File: config.mk
export PLATFORM = sky130hd
export DESIGN_NAME = obc_ctrl
export DESIGN_NICKNAME = d
export VERILOG_FILES = /design/src/online_bridge_counter_macros.svh /design/src/obc_pkg.sv /design/src/obc_ctrl.sv
export SDC_FILE = /design/constraint.sdc
export NUM_CORES = 1
export LEC_CHECK = 0
export BUFFER_PORTS_ARGS = -buffer_cell sky130_fd_sc_hd__buf_2
export CORE_ASPECT_RATIO = 1.1
export CORE_MARGIN = 2
export CORE_UTILIZATION = 60
export DETAILED_ROUTE_END_ITERATION = 12
export HOLD_SLACK_MARGIN = 0.12
export PLACE_DENSITY = 0.85
export SETUP_SLACK_MARGIN = 0.02
export SLEW_MARGIN = 20
export SYNTH_ARGS = -nofsm -noshare
export SYNTH_HDL_FRONTEND = slang
export SYNTH_SLANG_ARGS = --single-unit
File: constraint.sdc
create_clock -name clk_i -period 9.4 [get_ports clk_i]
set_clock_uncertainty 0.15 [all_clocks]
set_input_delay 1.88 -clock clk_i [delete_from_list [all_inputs] [get_ports clk_i]]
set_output_delay 1.88 -clock clk_i [all_outputs]
set_load 0.01 [all_outputs]
File: src/online_bridge_counter_macros.svh
// ---------------------------------------------------------------------------
// online_bridge_counter_macros: assertion macros for the bridge counter
// ---------------------------------------------------------------------------
`ifndef ONLINE_BRIDGE_COUNTER_MACROS_SVH
`define ONLINE_BRIDGE_COUNTER_MACROS_SVH
`ifndef SYNTHESIS
// checked property, off while reset is low
`define OBC_ASSERT(lbl, clk, rstn, prop) \
  lbl: assert property (@(posedge clk) disable iff (!rstn) prop) \
    else $error("obc assertion failed");
// checked property, also during reset
`define OBC_ASSERT_ALWAYS(lbl, clk, prop) \
  lbl: assert property (@(posedge clk) prop) \
    else $error("obc assertion failed");
`else
`define OBC_ASSERT(lbl, clk, rstn, prop)
`define OBC_ASSERT_ALWAYS(lbl, clk, prop)
`endif
`endif

File: src/obc_pkg.sv
// ---------------------------------------------------------------------------
// obc_pkg: shared types and constants of the online bridge counter
// Datapath operation codes and the status bundle returned to the controller.
// ---------------------------------------------------------------------------
`timescale 1ns / 1ps

package obc_pkg;

  localparam int EP_W   = 10;  // endpoint field width
  localparam int CNT_W  = 10;  // bridge_count field width
  localparam int VC_W   = 11;  // vertex_count register width
  localparam int STAMP_W = 32;
  localparam int APB_AW = 3;
  localparam int APB_DW = 32;

  localparam logic REG_VERTEX_COUNT = 1'b0;  // register index, paddr[2]
  localparam logic [VC_W-1:0] VC_RESET = 11'd1024;

  typedef enum logic [5:0] {
    OP_NOP,
    OP_CLR,
    OP_VCLR,
    OP_LOAD,
    OP_RESULT,
    OP_A0,
    OP_F_RD,
    OP_F_STEP,
    OP_F_CRD,
    OP_F_CWR,
    OP_A1,
    OP_B1,
    OP_C_RD,
    OP_C_STEP,
    OP_C_BACK,
    OP_CA,
    OP_CB,
    OP_L0,
    OP_L1,
    OP_L2,
    OP_R0,
    OP_R1,
    OP_R2,
    OP_R3,
    OP_R4,
    OP_R5,
    OP_R6,
    OP_L3,
    OP_L4,
    OP_M0,
    OP_MFA,
    OP_M2A,
    OP_M3A,
    OP_M4A,
    OP_MFB,
    OP_M2B,
    OP_M3B,
    OP_M4B,
    OP_MI,
    OP_PA_RD,
    OP_PA_WR,
    OP_PB_RD,
    OP_PB_WR
  } op_e;

  typedef struct packed {
    op_e op;
  } cmd_t;

  typedef struct packed {
    logic in_bad;
    logic f_root;
    logic f_done;
    logic c_root;
    logic fr_eq_ea;
    logic cr_eq_ca;
    logic rv_nil;
    logic fp_nil;
    logic clr_last;
    logic stamp_wrap;
    logic ma_nil;
    logic mb_nil;
    logic hit;
    logic ia_end;
    logic ib_end;
    logic pa_meet;
    logic pb_meet;
    logic out_free;
  } status_t;

endpackage

File: src/obc_ctrl.sv
// ---------------------------------------------------------------------------
// obc_ctrl: sequencer of the online bridge counter
// One-hot state machine with a return register for the shared find walk.
// ---------------------------------------------------------------------------
`timescale 1ns / 1ps

module obc_ctrl (
  input  logic             clk_i,
  input  logic             rst_ni,
  input  logic             in_valid_i,
  output logic             in_ready_o,
  input  obc_pkg::status_t st_i,
  output obc_pkg::cmd_t    cmd_o
);

  localparam int NS = 43;

  typedef enum logic [NS-1:0] {
    S_CLEAR = NS'(1) << 0,  S_IDLE  = NS'(1) << 1,  S_A0    = NS'(1) << 2,
    S_A1    = NS'(1) << 3,  S_B1    = NS'(1) << 4,  S_FRD   = NS'(1) << 5,
    S_FCHK  = NS'(1) << 6,  S_FCRD  = NS'(1) << 7,  S_FCWR  = NS'(1) << 8,
    S_CRD   = NS'(1) << 9,  S_CCHK  = NS'(1) << 10, S_CBACK = NS'(1) << 11,
    S_CA    = NS'(1) << 12, S_CB    = NS'(1) << 13, S_L0    = NS'(1) << 14,
    S_L1    = NS'(1) << 15, S_L2    = NS'(1) << 16, S_R0    = NS'(1) << 17,
    S_R1    = NS'(1) << 18, S_R2    = NS'(1) << 19, S_R3    = NS'(1) << 20,
    S_R4    = NS'(1) << 21, S_R5    = NS'(1) << 22, S_R6    = NS'(1) << 23,
    S_L3    = NS'(1) << 24, S_L4    = NS'(1) << 25, S_M0    = NS'(1) << 26,
    S_VCLR  = NS'(1) << 27, S_M1    = NS'(1) << 28, S_M2    = NS'(1) << 29,
    S_M3    = NS'(1) << 30, S_M4    = NS'(1) << 31, S_M5    = NS'(1) << 32,
    S_M6    = NS'(1) << 33, S_M7    = NS'(1) << 34, S_M8    = NS'(1) << 35,
    S_MI    = NS'(1) << 36, S_MA1   = NS'(1) << 37, S_MA2   = NS'(1) << 38,
    S_MJ    = NS'(1) << 39, S_MB1   = NS'(1) << 40, S_MB2   = NS'(1) << 41,
    S_DONE  = NS'(1) << 42
  } state_e;

  state_e state_q, state_d, ret_q, ret_d, cret_q, cret_d;

  always_comb begin
    state_d    = state_q;
    ret_d      = ret_q;
    cret_d     = cret_q;
    cmd_o.op   = obc_pkg::OP_NOP;
    in_ready_o = 1'b0;

    unique case (state_q)
      S_CLEAR: begin
        cmd_o.op = obc_pkg::OP_CLR;
        if (st_i.clr_last) state_d = S_IDLE;
      end
      S_IDLE: begin
        in_ready_o = 1'b1;
        if (in_valid_i) begin
          cmd_o.op = obc_pkg::OP_LOAD;
          state_d  = st_i.in_bad ? S_DONE : S_A0;
        end
      end
      S_A0: begin
        cmd_o.op = obc_pkg::OP_A0;
        ret_d = S_A1; state_d = S_FRD;
      end
      // find walk: root search, then compression pass, then return
      S_FRD: begin
        cmd_o.op = obc_pkg::OP_F_RD; state_d = S_FCHK;
      end
      S_FCHK: begin
        cmd_o.op = obc_pkg::OP_F_STEP;
        state_d = st_i.f_root ? S_FCRD : S_FRD;
      end
      S_FCRD: begin
        if (st_i.f_done) begin
          state_d = ret_q;
        end else begin
          cmd_o.op = obc_pkg::OP_F_CRD; state_d = S_FCWR;
        end
      end
      S_FCWR: begin
        cmd_o.op = obc_pkg::OP_F_CWR; state_d = S_FCRD;
      end
      S_A1: begin
        cmd_o.op = obc_pkg::OP_A1;
        ret_d = S_B1; state_d = S_FRD;
      end
      S_B1: begin
        if (st_i.fr_eq_ea) begin
          state_d = S_DONE;
        end else begin
          cmd_o.op = obc_pkg::OP_B1;
          cret_d = S_CA; state_d = S_CRD;
        end
      end
      // component root walk over component leaders
      S_CRD: begin
        cmd_o.op = obc_pkg::OP_C_RD; state_d = S_CCHK;
      end
      S_CCHK: begin
        if (st_i.c_root) begin
          state_d = cret_q;
        end else begin
          cmd_o.op = obc_pkg::OP_C_STEP;
          ret_d = S_CBACK; state_d = S_FRD;
        end
      end
      S_CBACK: begin
        cmd_o.op = obc_pkg::OP_C_BACK; state_d = S_CRD;
      end
      S_CA: begin
        cmd_o.op = obc_pkg::OP_CA;
        cret_d = S_CB; state_d = S_CRD;
      end
      S_CB: begin
        cmd_o.op = obc_pkg::OP_CB;
        state_d = st_i.cr_eq_ca ? S_M0 : S_L0;
      end
      S_L0: begin cmd_o.op = obc_pkg::OP_L0; state_d = S_L1; end
      S_L1: begin cmd_o.op = obc_pkg::OP_L1; state_d = S_L2; end
      S_L2: begin cmd_o.op = obc_pkg::OP_L2; state_d = S_R0; end
      S_R0: begin cmd_o.op = obc_pkg::OP_R0; state_d = S_R1; end
      S_R1: begin
        if (st_i.rv_nil) begin
          state_d = S_R5;
        end else begin
          cmd_o.op = obc_pkg::OP_R1; state_d = S_R2;
        end
      end
      S_R2: begin
        cmd_o.op = obc_pkg::OP_R2;
        if (st_i.fp_nil) begin
          state_d = S_R4;
        end else begin
          ret_d = S_R3; state_d = S_FRD;
        end
      end
      S_R3: begin cmd_o.op = obc_pkg::OP_R3; state_d = S_R4; end
      S_R4: begin cmd_o.op = obc_pkg::OP_R4; state_d = S_R1; end
      S_R5: begin cmd_o.op = obc_pkg::OP_R5; state_d = S_R6; end
      S_R6: begin cmd_o.op = obc_pkg::OP_R6; state_d = S_L3; end
      S_L3: begin cmd_o.op = obc_pkg::OP_L3; state_d = S_L4; end
      S_L4: begin cmd_o.op = obc_pkg::OP_L4; state_d = S_DONE; end
      S_M0: begin
        cmd_o.op = obc_pkg::OP_M0;
        state_d = st_i.stamp_wrap ? S_VCLR : S_M1;
      end
      S_VCLR: begin
        cmd_o.op = obc_pkg::OP_VCLR;
        if (st_i.clr_last) state_d = S_M1;
      end
      // alternate steps up both forest paths until a stamp hit or both ends
      S_M1: begin
        priority if (st_i.ma_nil && st_i.mb_nil) begin
          state_d = S_DONE;
        end else if (!st_i.ma_nil) begin
          cmd_o.op = obc_pkg::OP_MFA;
          ret_d = S_M2; state_d = S_FRD;
        end else begin
          state_d = S_M5;
        end
      end
      S_M2: begin cmd_o.op = obc_pkg::OP_M2A; state_d = S_M3; end
      S_M3: begin
        cmd_o.op = obc_pkg::OP_M3A;
        state_d = st_i.hit ? S_MI : S_M4;
      end
      S_M4: begin cmd_o.op = obc_pkg::OP_M4A; state_d = S_M5; end
      S_M5: begin
        if (!st_i.mb_nil) begin
          cmd_o.op = obc_pkg::OP_MFB;
          ret_d = S_M6; state_d = S_FRD;
        end else begin
          state_d = S_M1;
        end
      end
      S_M6: begin cmd_o.op = obc_pkg::OP_M2B; state_d = S_M7; end
      S_M7: begin
        cmd_o.op = obc_pkg::OP_M3B;
        state_d = st_i.hit ? S_MI : S_M8;
      end
      S_M8: begin cmd_o.op = obc_pkg::OP_M4B; state_d = S_M1; end
      S_MI: begin cmd_o.op = obc_pkg::OP_MI; state_d = S_MA1; end
      S_MA1: begin
        if (st_i.ia_end) begin
          state_d = S_MJ;
        end else begin
          cmd_o.op = obc_pkg::OP_PA_RD; state_d = S_MA2;
        end
      end
      S_MA2: begin
        cmd_o.op = obc_pkg::OP_PA_WR;
        state_d = st_i.pa_meet ? S_MJ : S_MA1;
      end
      S_MJ: begin cmd_o.op = obc_pkg::OP_MI; state_d = S_MB1; end
      S_MB1: begin
        if (st_i.ib_end) begin
          state_d = S_DONE;
        end else begin
          cmd_o.op = obc_pkg::OP_PB_RD; state_d = S_MB2;
        end
      end
      S_MB2: begin
        cmd_o.op = obc_pkg::OP_PB_WR;
        state_d = st_i.pb_meet ? S_DONE : S_MB1;
      end
      S_DONE: begin
        if (st_i.out_free) begin
          cmd_o.op = obc_pkg::OP_RESULT; state_d = S_IDLE;
        end
      end
      default: state_d = S_CLEAR;
    endcase
  end

  always_ff @(posedge clk_i or negedge rst_ni) begin
    if (!rst_ni) begin
      state_q <= S_CLEAR;
      ret_q   <= S_IDLE;
      cret_q  <= S_IDLE;
    end else begin
      state_q <= state_d;
      ret_q   <= ret_d;
      cret_q  <= cret_d;
    end
  end

endmodule

==> impl_results.md, run 1 <==
- Effective utilization at floorplan: 0.616
- CTS tree: built
- Synthesized netlist cell count: roughly 400
- Residual antenna-violating net count after detailed routing: 0
- Peak supply drop: 0.000129 V
- Non-filler instance count after layout: 490
- First-pass GRT wire length: around 17000 um
- Number of different library cells in the post-synthesis netlist: 63
- Remaining routing DRC violations: 0
- Number of warning messages in the yosys log: 0
- Fraction of registers with async set/reset: 1.00
- Pwr Density: 160 nW/um^2
- Combined buffer and inverter count along the critical path: 1
- Most common library cell in the layout ignoring fill and taps: dfrtp_1
- GRT Resource Usage Total: 0.335
- Top-Level Pins: 28
- Ratio of routed vias to standard cells: 7.23
- Pleak: ~1.7 nW
- CP startpoint kind: register
- Critical Path Sink Type: output pin
- Area of placed instances: 3710 sq um
- Cts-stage hold buffer count: 0
- Final routed wirelength across all metal layers: 10800 um
- Commonest cells after routing, fill and taps aside: dfrtp_1, nor4_1, buf_2
- First DRT Iteration DRCs: 448
- Post-layout minimum cycle time: 5.93 ns
- Ordered cell list for the critical path: or4_1, nor4_4, nand3_1, nor4_1, nor4_1, nand4bb_1, buf_2
- Antenna violations before repair: 0
- Net switching power: 0.234 mW
- Required arrival time at the worst endpoint: 7.37 ns
- CP max stage cell: nor4_4
- Setup repair after global routing missed its margin: false
- Clock latency reported for the late side of the worst-skew pair: 0.31 ns
- Total placed cells including tap cells: between 400 and 500
- Syn Std Cell Area: 3530 sq um
- Clock-pin slew of the registers on the worst-case setup and hold paths: 0.09 ns
- Aggregate global routing overflow: 0
- Flop-to-flop setup slack: 5.51 ns
- Final hold violations: 0
- Number of max-slew violations in the final report: 0
- Layout area overhead: 7.44%
- Final TNS setup: 0 ns
- Number of setup violations in the final report: 0
- Launch point of the worst reg-to-reg path: state_q[29]
- Hold_sp: cret_q[12]
- First-pass iteration count of the detailed router: 5
- Maximum clock insertion buffer count: 2
- Via count of the first global-routing pass: 3155
- Final antenna diode count: 0
- Largest net degree at the start of global routing: 54
- Port Buffer Count: 27
- Fraction of layout instances using a drive strength above 1: 0.155
- Horizontal die dimension: 77.2 um
- Clk sinks: 53
- Highest fanout seen on the critical path: 17
- Clock group share of total power: 0.208
- Post-CTS Setup Bufs: 0
- Number of storage elements in the synthesis netlist: 53
- Drt wl/cell: 22.0 um
- Weighted congestion at the end of routability-driven global placement: 1.03
- FMAX: 169 MHz
- # rows: 29
- Number of enable-type register cells in the synthesized netlist: 0
- Mapped Nets: around 420
- Count of H-tree levels built during CTS: 2
- Post-cts resize count: 0
- Switching part of the total: 0.385
- Mean cell area of the mapped netlist: approximately 9.0 sq um
- Cell repeated most along the worst path: nor4_1
- Most used flip-flop cell after synthesis: dfrtp_1
- Number of nets in the finished design: between 400 and 500
- Pin slew with the least headroom to its limit: 1.06 ns
- Launching instance or port of the critical path: state_q[29]
- Type of the worst min-delay path: register to register
- Delay of the slowest cell on the worst path: 0.86 ns
- Arrival time of data at the critical path endpoint: 3.90 ns
- Finished Cell Area: 3790 sq um
- Total number of vias: 3544
- Remaining max-slew budget at the tightest pin: 0.287
- Area share of the leading cell type in the synthesized netlist: 0.354
- Crit path max-delay family: simple AND/OR/NAND/NOR gates
- Die ar.: about 6500 sq um
- Final period utilization: 0.631
- Critical Setup Path Class: register to output pin
- Power share of the sequential group: 0.432
- Overall die height: around 84 um
- Result of the run: finished, final reports clean
- Part of the power in combinational logic: 0.360
- Cell internal power dissipation: 0.373 mW
- Register area share after synthesis: 0.377
- Clock Root Buffer: clkbuf_8
- Half-perimeter wire length after placement: 8180 um
- Core region area: 5730 sq um
- Number of buffers created by CTS: 5
- # Max-Cap Violations: 0
- Dominant cell type by area after synthesis: dfrtp_1
- Dominant cells by area after synthesis: dfrtp_1, nor4_1, nand4_1
[kinds of logic after synthesis]
group / Yosys count / share of synthesized area
buffers and inverters: 37 / 0.0400
muxes: 1 / 0.00283
DFF: 53 / 0.377
and+or+nand+nor: 237 / 0.434
AOI/OAI and AO/OA: 59 / 0.129
xor gates and xnor gates: 7 / 0.0174
[final cells by class]
type                            instances  area (sq um)
Inverter                               18          67.6
Clock buffer                            6          72.6
Timing Repair Buffer                   30           158
Multi-Input combinational cell        304          2060
Sequential cell                        53          1330
Tap cell                               77          96.3
Clock inverter                          2          10.0
Fill cell                             508          1940
[power groups by stage]
stage / combinational, mW / clock (mW) / sequential, mW
6_report: 0.218 / 0.126 / 0.262
5_1_grt: 0.234 / 0.137 / 0.265
4_1_cts: 0.212 / 0.129 / 0.261
3_5_place_dp: 0.211 / 0 / 0.266
3_3_place_gp: 0.209 / 0 / 0.265
2_1_floorplan: 0.149 / 0 / 0.261
[worst reg2reg max path: stages, from the launching register on]
cell	delay [ns]
dfrtp_1	0.45
or4_1	0.69
nor4_4	0.86
nand4_1	0.43
o2111a_1	0.33
a211oi_2	0.64
o22ai_1	0.18
[metal layers]
metal,GRT usage,wire length [um]
met4,0.104,267
met1,0.470,4510
met3,0.0516,982
met2,0.537,5050
met5,0,0
[cells in the mapped netlist, drive strengths merged (5+ instances only)]
cell type and count:
dfrtp 50, nor4 41, nand4 26, nor2 22, nand2 21, inv 18, nand2b 18, nor3 17
or4 16, clkbuf 15, nand3 13, nor4b 12, o21ai 11, and2 9, or4b 8, or3 7
and3 5, nor3b 5, o21bai 5
[state kept, by name, summed over array words and instances, names as in the netlist]
name and count:
cret_q 3, ret_q 7, state_q 43
[final timing paths]
| path | endpoint | depth (start not counted) |
|---|---|---|
| worst max-delay path | cmd_o[3] | 7 |
| worst min-delay path | cret_q[12] | 2 |
| worst max register to register | ret_q[11] | 6 |
| worst min register to register | cret_q[12] | 2 |
| max in group asynchronous | state_q[31] | 2 |
| min in group asynchronous | ret_q[33] | 2 |
[through the flow]
stage | power (mW) | utilization | setup slack [ns] | hold WS (ns)
floorplan | 0.410 | - | 4.63 | 0.289
global placement | 0.474 | 0.648 | 3.89 | 0.304
detailed placement | 0.477 | 0.648 | 3.89 | 0.312
CTS | 0.602 | 0.662 | 3.53 | 0.335
global route | 0.636 | 0.662 | 3.27 | 0.339
finish | 0.606 | 0.662 | 3.47 | 0.333
(Power assumes the default switching activity.)
==> inputs of run 2 (changes only) <==
--- a/config.mk
+++ b/config.mk
@@ -5,13 +5,14 @@
 export SDC_FILE = /design/constraint.sdc
 export NUM_CORES = 1
 export LEC_CHECK = 0
+export ABC_AREA = 1
 export BUFFER_PORTS_ARGS = -buffer_cell sky130_fd_sc_hd__buf_2
 export CORE_ASPECT_RATIO = 1.1
 export CORE_MARGIN = 2
 export CORE_UTILIZATION = 60
 export DETAILED_ROUTE_END_ITERATION = 12
 export HOLD_SLACK_MARGIN = 0.12
-export PLACE_DENSITY = 0.85
+export PLACE_DENSITY = 0.84
 export SETUP_SLACK_MARGIN = 0.02
 export SLEW_MARGIN = 20
 export SYNTH_ARGS = -nofsm -noshare
==> constraint.sdc (replaced) <==
create_clock -name clk_i -period 6.1 [get_ports clk_i]
set_clock_uncertainty 0.15 [all_clocks]
set_input_delay 1.22 -clock clk_i [delete_from_list [all_inputs] [get_ports clk_i]]
set_output_delay 1.22 -clock clk_i [all_outputs]
set_load 0.01 [all_outputs]
==> run 2 against run 1 <==
Effect of this change:
- worst hold slack worse by 0.036 ns
- cell area increased by 9.3%
- critical endpoint is now cmd_o[1]
- final cell count rose by 42%
- largest cell class unchanged
==> impl_results.md, run 2 <==
- Final routed wirelength across all metal layers: 10800 um
- Arrival time of data at the critical path endpoint: 2.70 ns
- Final antenna diode count: 0
- GR met2 Demand/Resource: 0.570
- Aggregate global routing overflow: 0
- Number of warning messages in the yosys log: 0
- Result of the run: finished, final reports clean
- Most frequent cell after synthesis: nand2_1
- Number of nets in the finished design: 636
- First-pass GRT wire length: 17400 um
- Mean cell area of the mapped netlist: 6.59 sq um
- # rows: 30
- Fraction of registers with async set/reset: 1.00
- Final hold violations: 0
- Crit path max-delay family: simple AND/OR/NAND/NOR gates
- Count of H-tree levels built during CTS: 2
- Horizontal die dimension: 80.5 um
- Number of setup violations in the final report: 0
- Pin slew with the least headroom to its limit: 0.667 ns
- Register area share after synthesis: 0.345
- Clock latency reported for the late side of the worst-skew pair: between 0.3 and 0.4 ns
- Overall die height: between 80 and 90 um
- Number of storage elements in the synthesis netlist: 53
- FMAX: 246 MHz
- Dominant cell type by area after synthesis: dfrtp_1
- Antenna violations before repair: 0
- Highest fanout seen on the critical path: 20
- Ratio of routed vias to standard cells: 5.46
- Cts-stage hold buffer count: 0
- CP max stage cell: dfrtp_1
- Clock group share of total power: 0.254
- Clk sinks: 53
- Final total power: 0.968 mW
- Weighted congestion at the end of routability-driven global placement: about 0.96
- Dominant cells by area after synthesis: dfrtp_1, nand2_1, nor2_1
- Type of the worst min-delay path: register to register
- Number of buffers created by CTS: 5
- Critical Setup Path Class: register to output pin
- First DRT Iteration DRCs: 321
- Commonest cells after routing, fill and taps aside: nand2_1, nor2_1, inv_1
- Area share of the leading cell type in the synthesized netlist: 0.324
- Port Buffer Count: 27
- Total placed cells including tap cells: just under 700
- Syn Std Cell Area: 3860 sq um
- Clock-pin slew of the registers on the worst-case setup and hold paths: 0.10 ns
- Top-Level Pins: 28
- Largest net degree at the start of global routing: 54
- Switching part of the total: 0.376
- Most used flip-flop cell after synthesis: dfrtp_1
- Synth cell count leaders: nand2_1, nor2_1, inv_1
- Peak supply drop: 0.000161 V
- Fraction of layout instances using a drive strength above 1: 0.159
- Drt wl/cell: ~16 um
- First-pass iteration count of the detailed router: 5
- Non-filler instance count after layout: 696
- GRT Resource Usage Total: 0.327
- Number of different library cells in the post-synthesis netlist: 34
- Post-CTS Setup Bufs: 0
- Synthesized netlist cell count: a little under 600
- Layer with the highest usage: met2
- Total number of vias: roughly 3800
- CP startpoint kind: register
- Power share of the sequential group: 0.407
- Final TNS setup: 0 ns
- Post-cts resize count: 0
- Ordered cell list for the critical path: nor2_2, nand2_2, nor2_8, nand2_4, nor2_4, nand3_1, o21ai_0, nor2_1, nand2_1, nand3b_1, buf_2
- Remaining max-slew budget at the tightest pin: 0.555
- Core region area: between 6000 and 7000 sq um
- # Max-Cap Violations: 0
- Cell internal power dissipation: 0.604 mW
- Number of filler cells placed in the layout: 562
- Required arrival time at the worst endpoint: 4.73 ns
- CTS tree: built
- Final period utilization: 0.667
- Clock Root Buffer: clkbuf_8
- Final core utilization: 0.670
- Met3 routing resource usage after global routing: 0.0412
- Setup repair after global routing missed its margin: false
- Flip-flop count of the largest register, all copies and words added: 43
- Number of enable-type register cells in the synthesized netlist: 0
- Number of max-slew violations in the final report: 0
- Delay of the slowest cell on the worst path: 0.42 ns
- Post-layout minimum cycle time: 4.07 ns
- Top flop regs: state_q: 43 flops, ret_q: 7 flops, cret_q: 3 flops
- Half-perimeter wire length after placement: about 8600 um
- Die ar.: 7090 sq um
- Net switching power: 0.364 mW
- Layout area overhead: 7.49%
- Combined buffer and inverter count along the critical path: 1
- Pleak: between 2 and 2.5 nW
- Remaining routing DRC violations: 0
- Most common library cell in the layout ignoring fill and taps: nand2_1
- Met1 Usage GRT: 0.429
- Via count of the first global-routing pass: 3659
- Maximum clock insertion buffer count: 2
- Residual antenna-violating net count after detailed routing: 0
- Effective utilization at floorplan: 0.623
- Most flop-heavy register: state_q
- Critical Path Sink Type: output pin
- Mapped Nets: 607
- Part of the power in combinational logic: 0.340
- Pwr Density: 233 nW/um^2
## run 2: cell count changes in the layout (fill, tap and decap cells not counted), sizes merged, moves of 8 or more
cell,previous run,this run
nor2,22,134
nand2b,18,0
nor4,41,0
nand2,21,169
inv,18,94
or4b,8,0
or4,16,0
nor4b,12,0
nand3,13,58
and2,9,0
nand4,26,13
## run 2: power groups by stage
stage	logic (mW)	registers, mW	clock network (mW)
final	0.329	0.393	0.246
after global routing	0.366	0.396	0.259
after CTS	0.323	0.393	0.251
after detailed placement	0.322	0.400	0
after global placement	0.317	0.398	0
after floorplan	0.273	0.396	0
## run 2: cells by family (layout without fill, tap and decap cells)
kind of cell    count (synthesis)  in the layout  share of synthesized area
simple gates                  405            405                      0.506
buf+inv                       102            132                      0.112
flops                          53             53                      0.345
compound gates                 26             26                     0.0383
## run 2: layer usage
metal,wire (um),vias to the layer above,part of all wire
met5,0,-,0
met4,156,0,0.014
met3,654,17,0.061
met2,5360,147,0.50
met1,4620,1762,0.43
li1,-,1875,-
## run 2: worst reg2reg max path: cells and delay by family, from the launching register on
family	cells	cell delay, ns
and+or+nand+nor	11	1.85
DFF	1	0.42
buffers and inverters	1	0.03
## run 2: final cells by class
cell class	count	area, sq um	share of cell area
clock inverter	1	30.0	0.00724
inverter	96	360	0.0869
sequential	53	1330	0.321
tap	80	100	0.0241
multi-input combinational	431	2100	0.506
timing repair buffer	28	143	0.0344
clock buffer	7	86.3	0.0208
## run 2: worst paths after layout
kind                                   from     endpoint  slack (ns)  depth (start not counted)
worst max-delay path            state_q[15]     cmd_o[1]        2.03                         11
worst min-delay path              cret_q[1]    cret_q[1]        0.30                          2
min in group asynchronous            rst_ni  state_q[29]        0.88                          2
max in group asynchronous            rst_ni   state_q[9]        4.48                          2
worst max register to register  state_q[17]    ret_q[20]        3.55                         12
worst min register to register    cret_q[1]    cret_q[1]        0.30                          2
## run 2: through the flow
step                      hold WS, ns  cell area [sq um]  setup slack, ns
after floorplan                 0.274               3860             2.96
after global placement          0.281               4030             2.46
after detailed placement        0.284               4030             2.43
after CTS                       0.298               4150             2.09
after global routing            0.313               4150             1.86
final                           0.297               4150             2.03
==> inputs of run 3 (changes only) <==
--- a/config.mk
+++ b/config.mk
@@ -9,10 +9,10 @@
 export BUFFER_PORTS_ARGS = -buffer_cell sky130_fd_sc_hd__buf_2
 export CORE_ASPECT_RATIO = 1.1
 export CORE_MARGIN = 2
-export CORE_UTILIZATION = 60
+export CORE_UTILIZATION = 55
 export DETAILED_ROUTE_END_ITERATION = 12
 export HOLD_SLACK_MARGIN = 0.12
-export PLACE_DENSITY = 0.84
+export PLACE_DENSITY = 0.82
 export SETUP_SLACK_MARGIN = 0.02
 export SLEW_MARGIN = 20
 export SYNTH_ARGS = -nofsm -noshare
==> constraint.sdc (replaced) <==
create_clock -name clk_i -period 3.45 [get_ports clk_i]
set_clock_uncertainty 0.15 [all_clocks]
set_input_delay 0.69 -clock clk_i [delete_from_list [all_inputs] [get_ports clk_i]]
set_output_delay 0.69 -clock clk_i [all_outputs]
set_load 0.01 [all_outputs]
==> run 3 against run 2 <==
Effect of this change:
- utilization fell by 6.5 points
- largest cell class unchanged
- total power is 72% higher
- first-iteration DRC count up 16%
- cell area is 0.39% higher
- combinational power up 86%
- critical endpoint unchanged
- sequential share of layout area is 0.13 points lower
- non-clock buffer count grew 1
- clock-buffer cell count decreased by 2
- sequential power rose by 77%
==> impl_results.md, run 3 (synthesized netlist as in run 2, its figures left out) <==
- Result of the run: finished, final reports clean
- Clock-pin slew of the registers on the worst-case setup and hold paths: 0.10 ns
- Storage element area: 1330 sq um
- Routed metal-1 wire length: 4420 um
- Launching instance or port of the critical path: state_q[1]
- Core region area: 6890 sq um
- Critical Path Sink Type: output pin
- # Max-Cap Violations: 0
- Aggregate global routing overflow: 0
- Final antenna diode count: 0
- Total number of vias: roughly 4000
- Number of filler cells placed in the layout: 688
- Antenna violations before repair: 0
- CP max stage cell: dfrtp_1
- Via count of the first global-routing pass: 3694
- Ratio of routed vias to standard cells: 5.54
- Port Buffer Count: 27
- Number of max-slew violations in the final report: 0
- Arrival time of data at the critical path endpoint: 2.43 ns
- Required arrival time at the worst endpoint: between 2 and 3 ns
- Delay of the slowest cell on the worst path: roughly 0.42 ns
- Ordered cell list for the critical path: nor2_2, nand2_2, nor2_8, nand2_4, nor2_4, buf_6, nand3_2, nand2_1, nor2_1, nand2_1, nand3b_1, buf_2
- Clk sinks: 53
- Multi-input gate area: 2130 sq um
- Maximum clock insertion buffer count: 2
- Overall die height: 91.9 um
- Drt wl/cell: 15.0 um
- Most flop-heavy register: state_q
- Most common library cell in the layout ignoring fill and taps: nand2_1
- Post-CTS Setup Bufs: 0
- Post-layout minimum cycle time: about 3.3 ns
- Die ar.: 7710 sq um
- First-pass iteration count of the detailed router: 5
- Number of setup violations in the final report: 0
- # rows: 32
- Count of H-tree levels built during CTS: 2
- Half-perimeter wire length after placement: approximately 8400 um
- Final TNS setup: 0 ns
- Critical Setup Path Class: register to output pin
- FMAX: roughly 310 MHz
- GRT Resource Usage Total: 0.284
- Pleak: 2.41 nW
- Top flop regs: state_q: 43 flops, ret_q: 7 flops, cret_q: 3 flops
- Routed length on met2: 5010 um
- Cts-stage hold buffer count: 0
- Number of buffers created by CTS: 5
- Final hold violations: 0
- Residual antenna-violating net count after detailed routing: 0
- Fraction of layout instances using a drive strength above 1: 0.170
- Clock latency reported for the late side of the worst-skew pair: 0.31 ns
- Peak supply drop: 0.000456 V
- Layout area overhead: 7.91%
- Final period utilization: 0.948
- Largest net degree at the start of global routing: 29
- Clock Root Buffer: clkbuf_8
- Worst Hold Slack: 0.213 ns
- Pwr Density: 399 nW/um^2
- Setup repair after global routing missed its margin: true
- Detailed-routed wire length on met3: 728 um
- Type of the worst min-delay path: primary input to asynchronous set/reset pin
- First DRT Iteration DRCs: roughly 370
- Pin slew with the least headroom to its limit: 0.581 ns
- CP startpoint kind: register
- Remaining max-slew budget at the tightest pin: 0.613
- Commonest cells after routing, fill and taps aside: nand2_1, nor2_1, inv_1
- Launch point of the worst reg-to-reg path: state_q[24]
- Cell repeated most along the worst path: nand2_1
- First-pass GRT wire length: 17300 um
- CTS tree: built
- Highest fanout seen on the critical path: 14
- Horizontal die dimension: 83.9 um
- DR top layer: met4
- Final routed wirelength across all metal layers: 10600 um
- Weighted congestion at the end of routability-driven global placement: 0.980
- Effective utilization at floorplan: 0.561
- Number of nets in the finished design: 639
- Top-Level Pins: 28
- Flip-flop count of the largest register, all copies and words added: 43
- Remaining routing DRC violations: 0
## run 3: cell count changes in the layout (fill, tap and decap cells not counted), sizes merged
cell      change
buf           +1
bufinv        -1
clkbuf        -2
clkinv        +2
clkinvlp      +1
nor2          +2
## run 3: final timing paths
path,endpoint,slack (ns),cells past startpoint
worst min register to register,cret_q[1],0.30,2
max in group asynchronous,state_q[12],2.15,2
min in group clk_i,cret_q[1],0.30,2
worst max-delay path,cmd_o[1],0.18,12
worst min-delay path,state_q[31],0.21,1
worst max register to register,ret_q[20],1.04,12
## run 3: routing by layer
layer | up-vias | global-route usage
met5 | - | 0
met4 | 0 | 0.118
li1 | 1887 | -
met2 | 177 | 0.469
met3 | 47 | 0.0369
met1 | 1792 | 0.376
## run 3: area by class of cell
cell class | instances | share of cell area
Multi-Input combinational cell | 433 | 0.511
Clock buffer | 5 | 0.0165
Timing Repair Buffer | 29 | 0.0369
Inverter | 96 | 0.0865
Sequential cell | 53 | 0.319
Clock inverter | 3 | 0.00421
Tap cell | 85 | 0.0255
## run 3: timing repair
item,4_1_cts,5_1_grt
gates resized for setup,1,6
endpoints found under the setup margin,1,5
hold endpoints to repair,0,0
cloned,0,2
pin swaps,0,2
## run 3: per-stage QoR
stage | setup WS, ns | total power, mW | instance area (sq um) | util | std cells
floorplan | 1.01 | 1.18 | 3860 | - | 586
global placement | 0.341 | 1.27 | 4050 | 0.588 | 694
detailed placement | 0.340 | 1.28 | 4050 | 0.588 | 694
CTS | 0.0854 | 1.63 | 4130 | 0.600 | 702
global route | 0.0138 | 1.76 | 4170 | 0.605 | 704
finish | 0.179 | 1.66 | 4170 | 0.605 | 704
## run 3: critical path, delay by kind of cell (launching register included)
family / cells / cell delay, ns
simple gates: 10 / 1.35
buf+inv: 2 / 0.34
flops: 1 / 0.42
## run 3: power breakdown
part           switching, mW  internal, mW  leakage, nW  total (mW)
Combinational          0.429         0.182         1.66       0.611
Clock                  0.214         0.141       0.0439       0.355
Sequential            0.0294         0.666        0.712       0.696
Total                  0.673         0.989         2.41        1.66
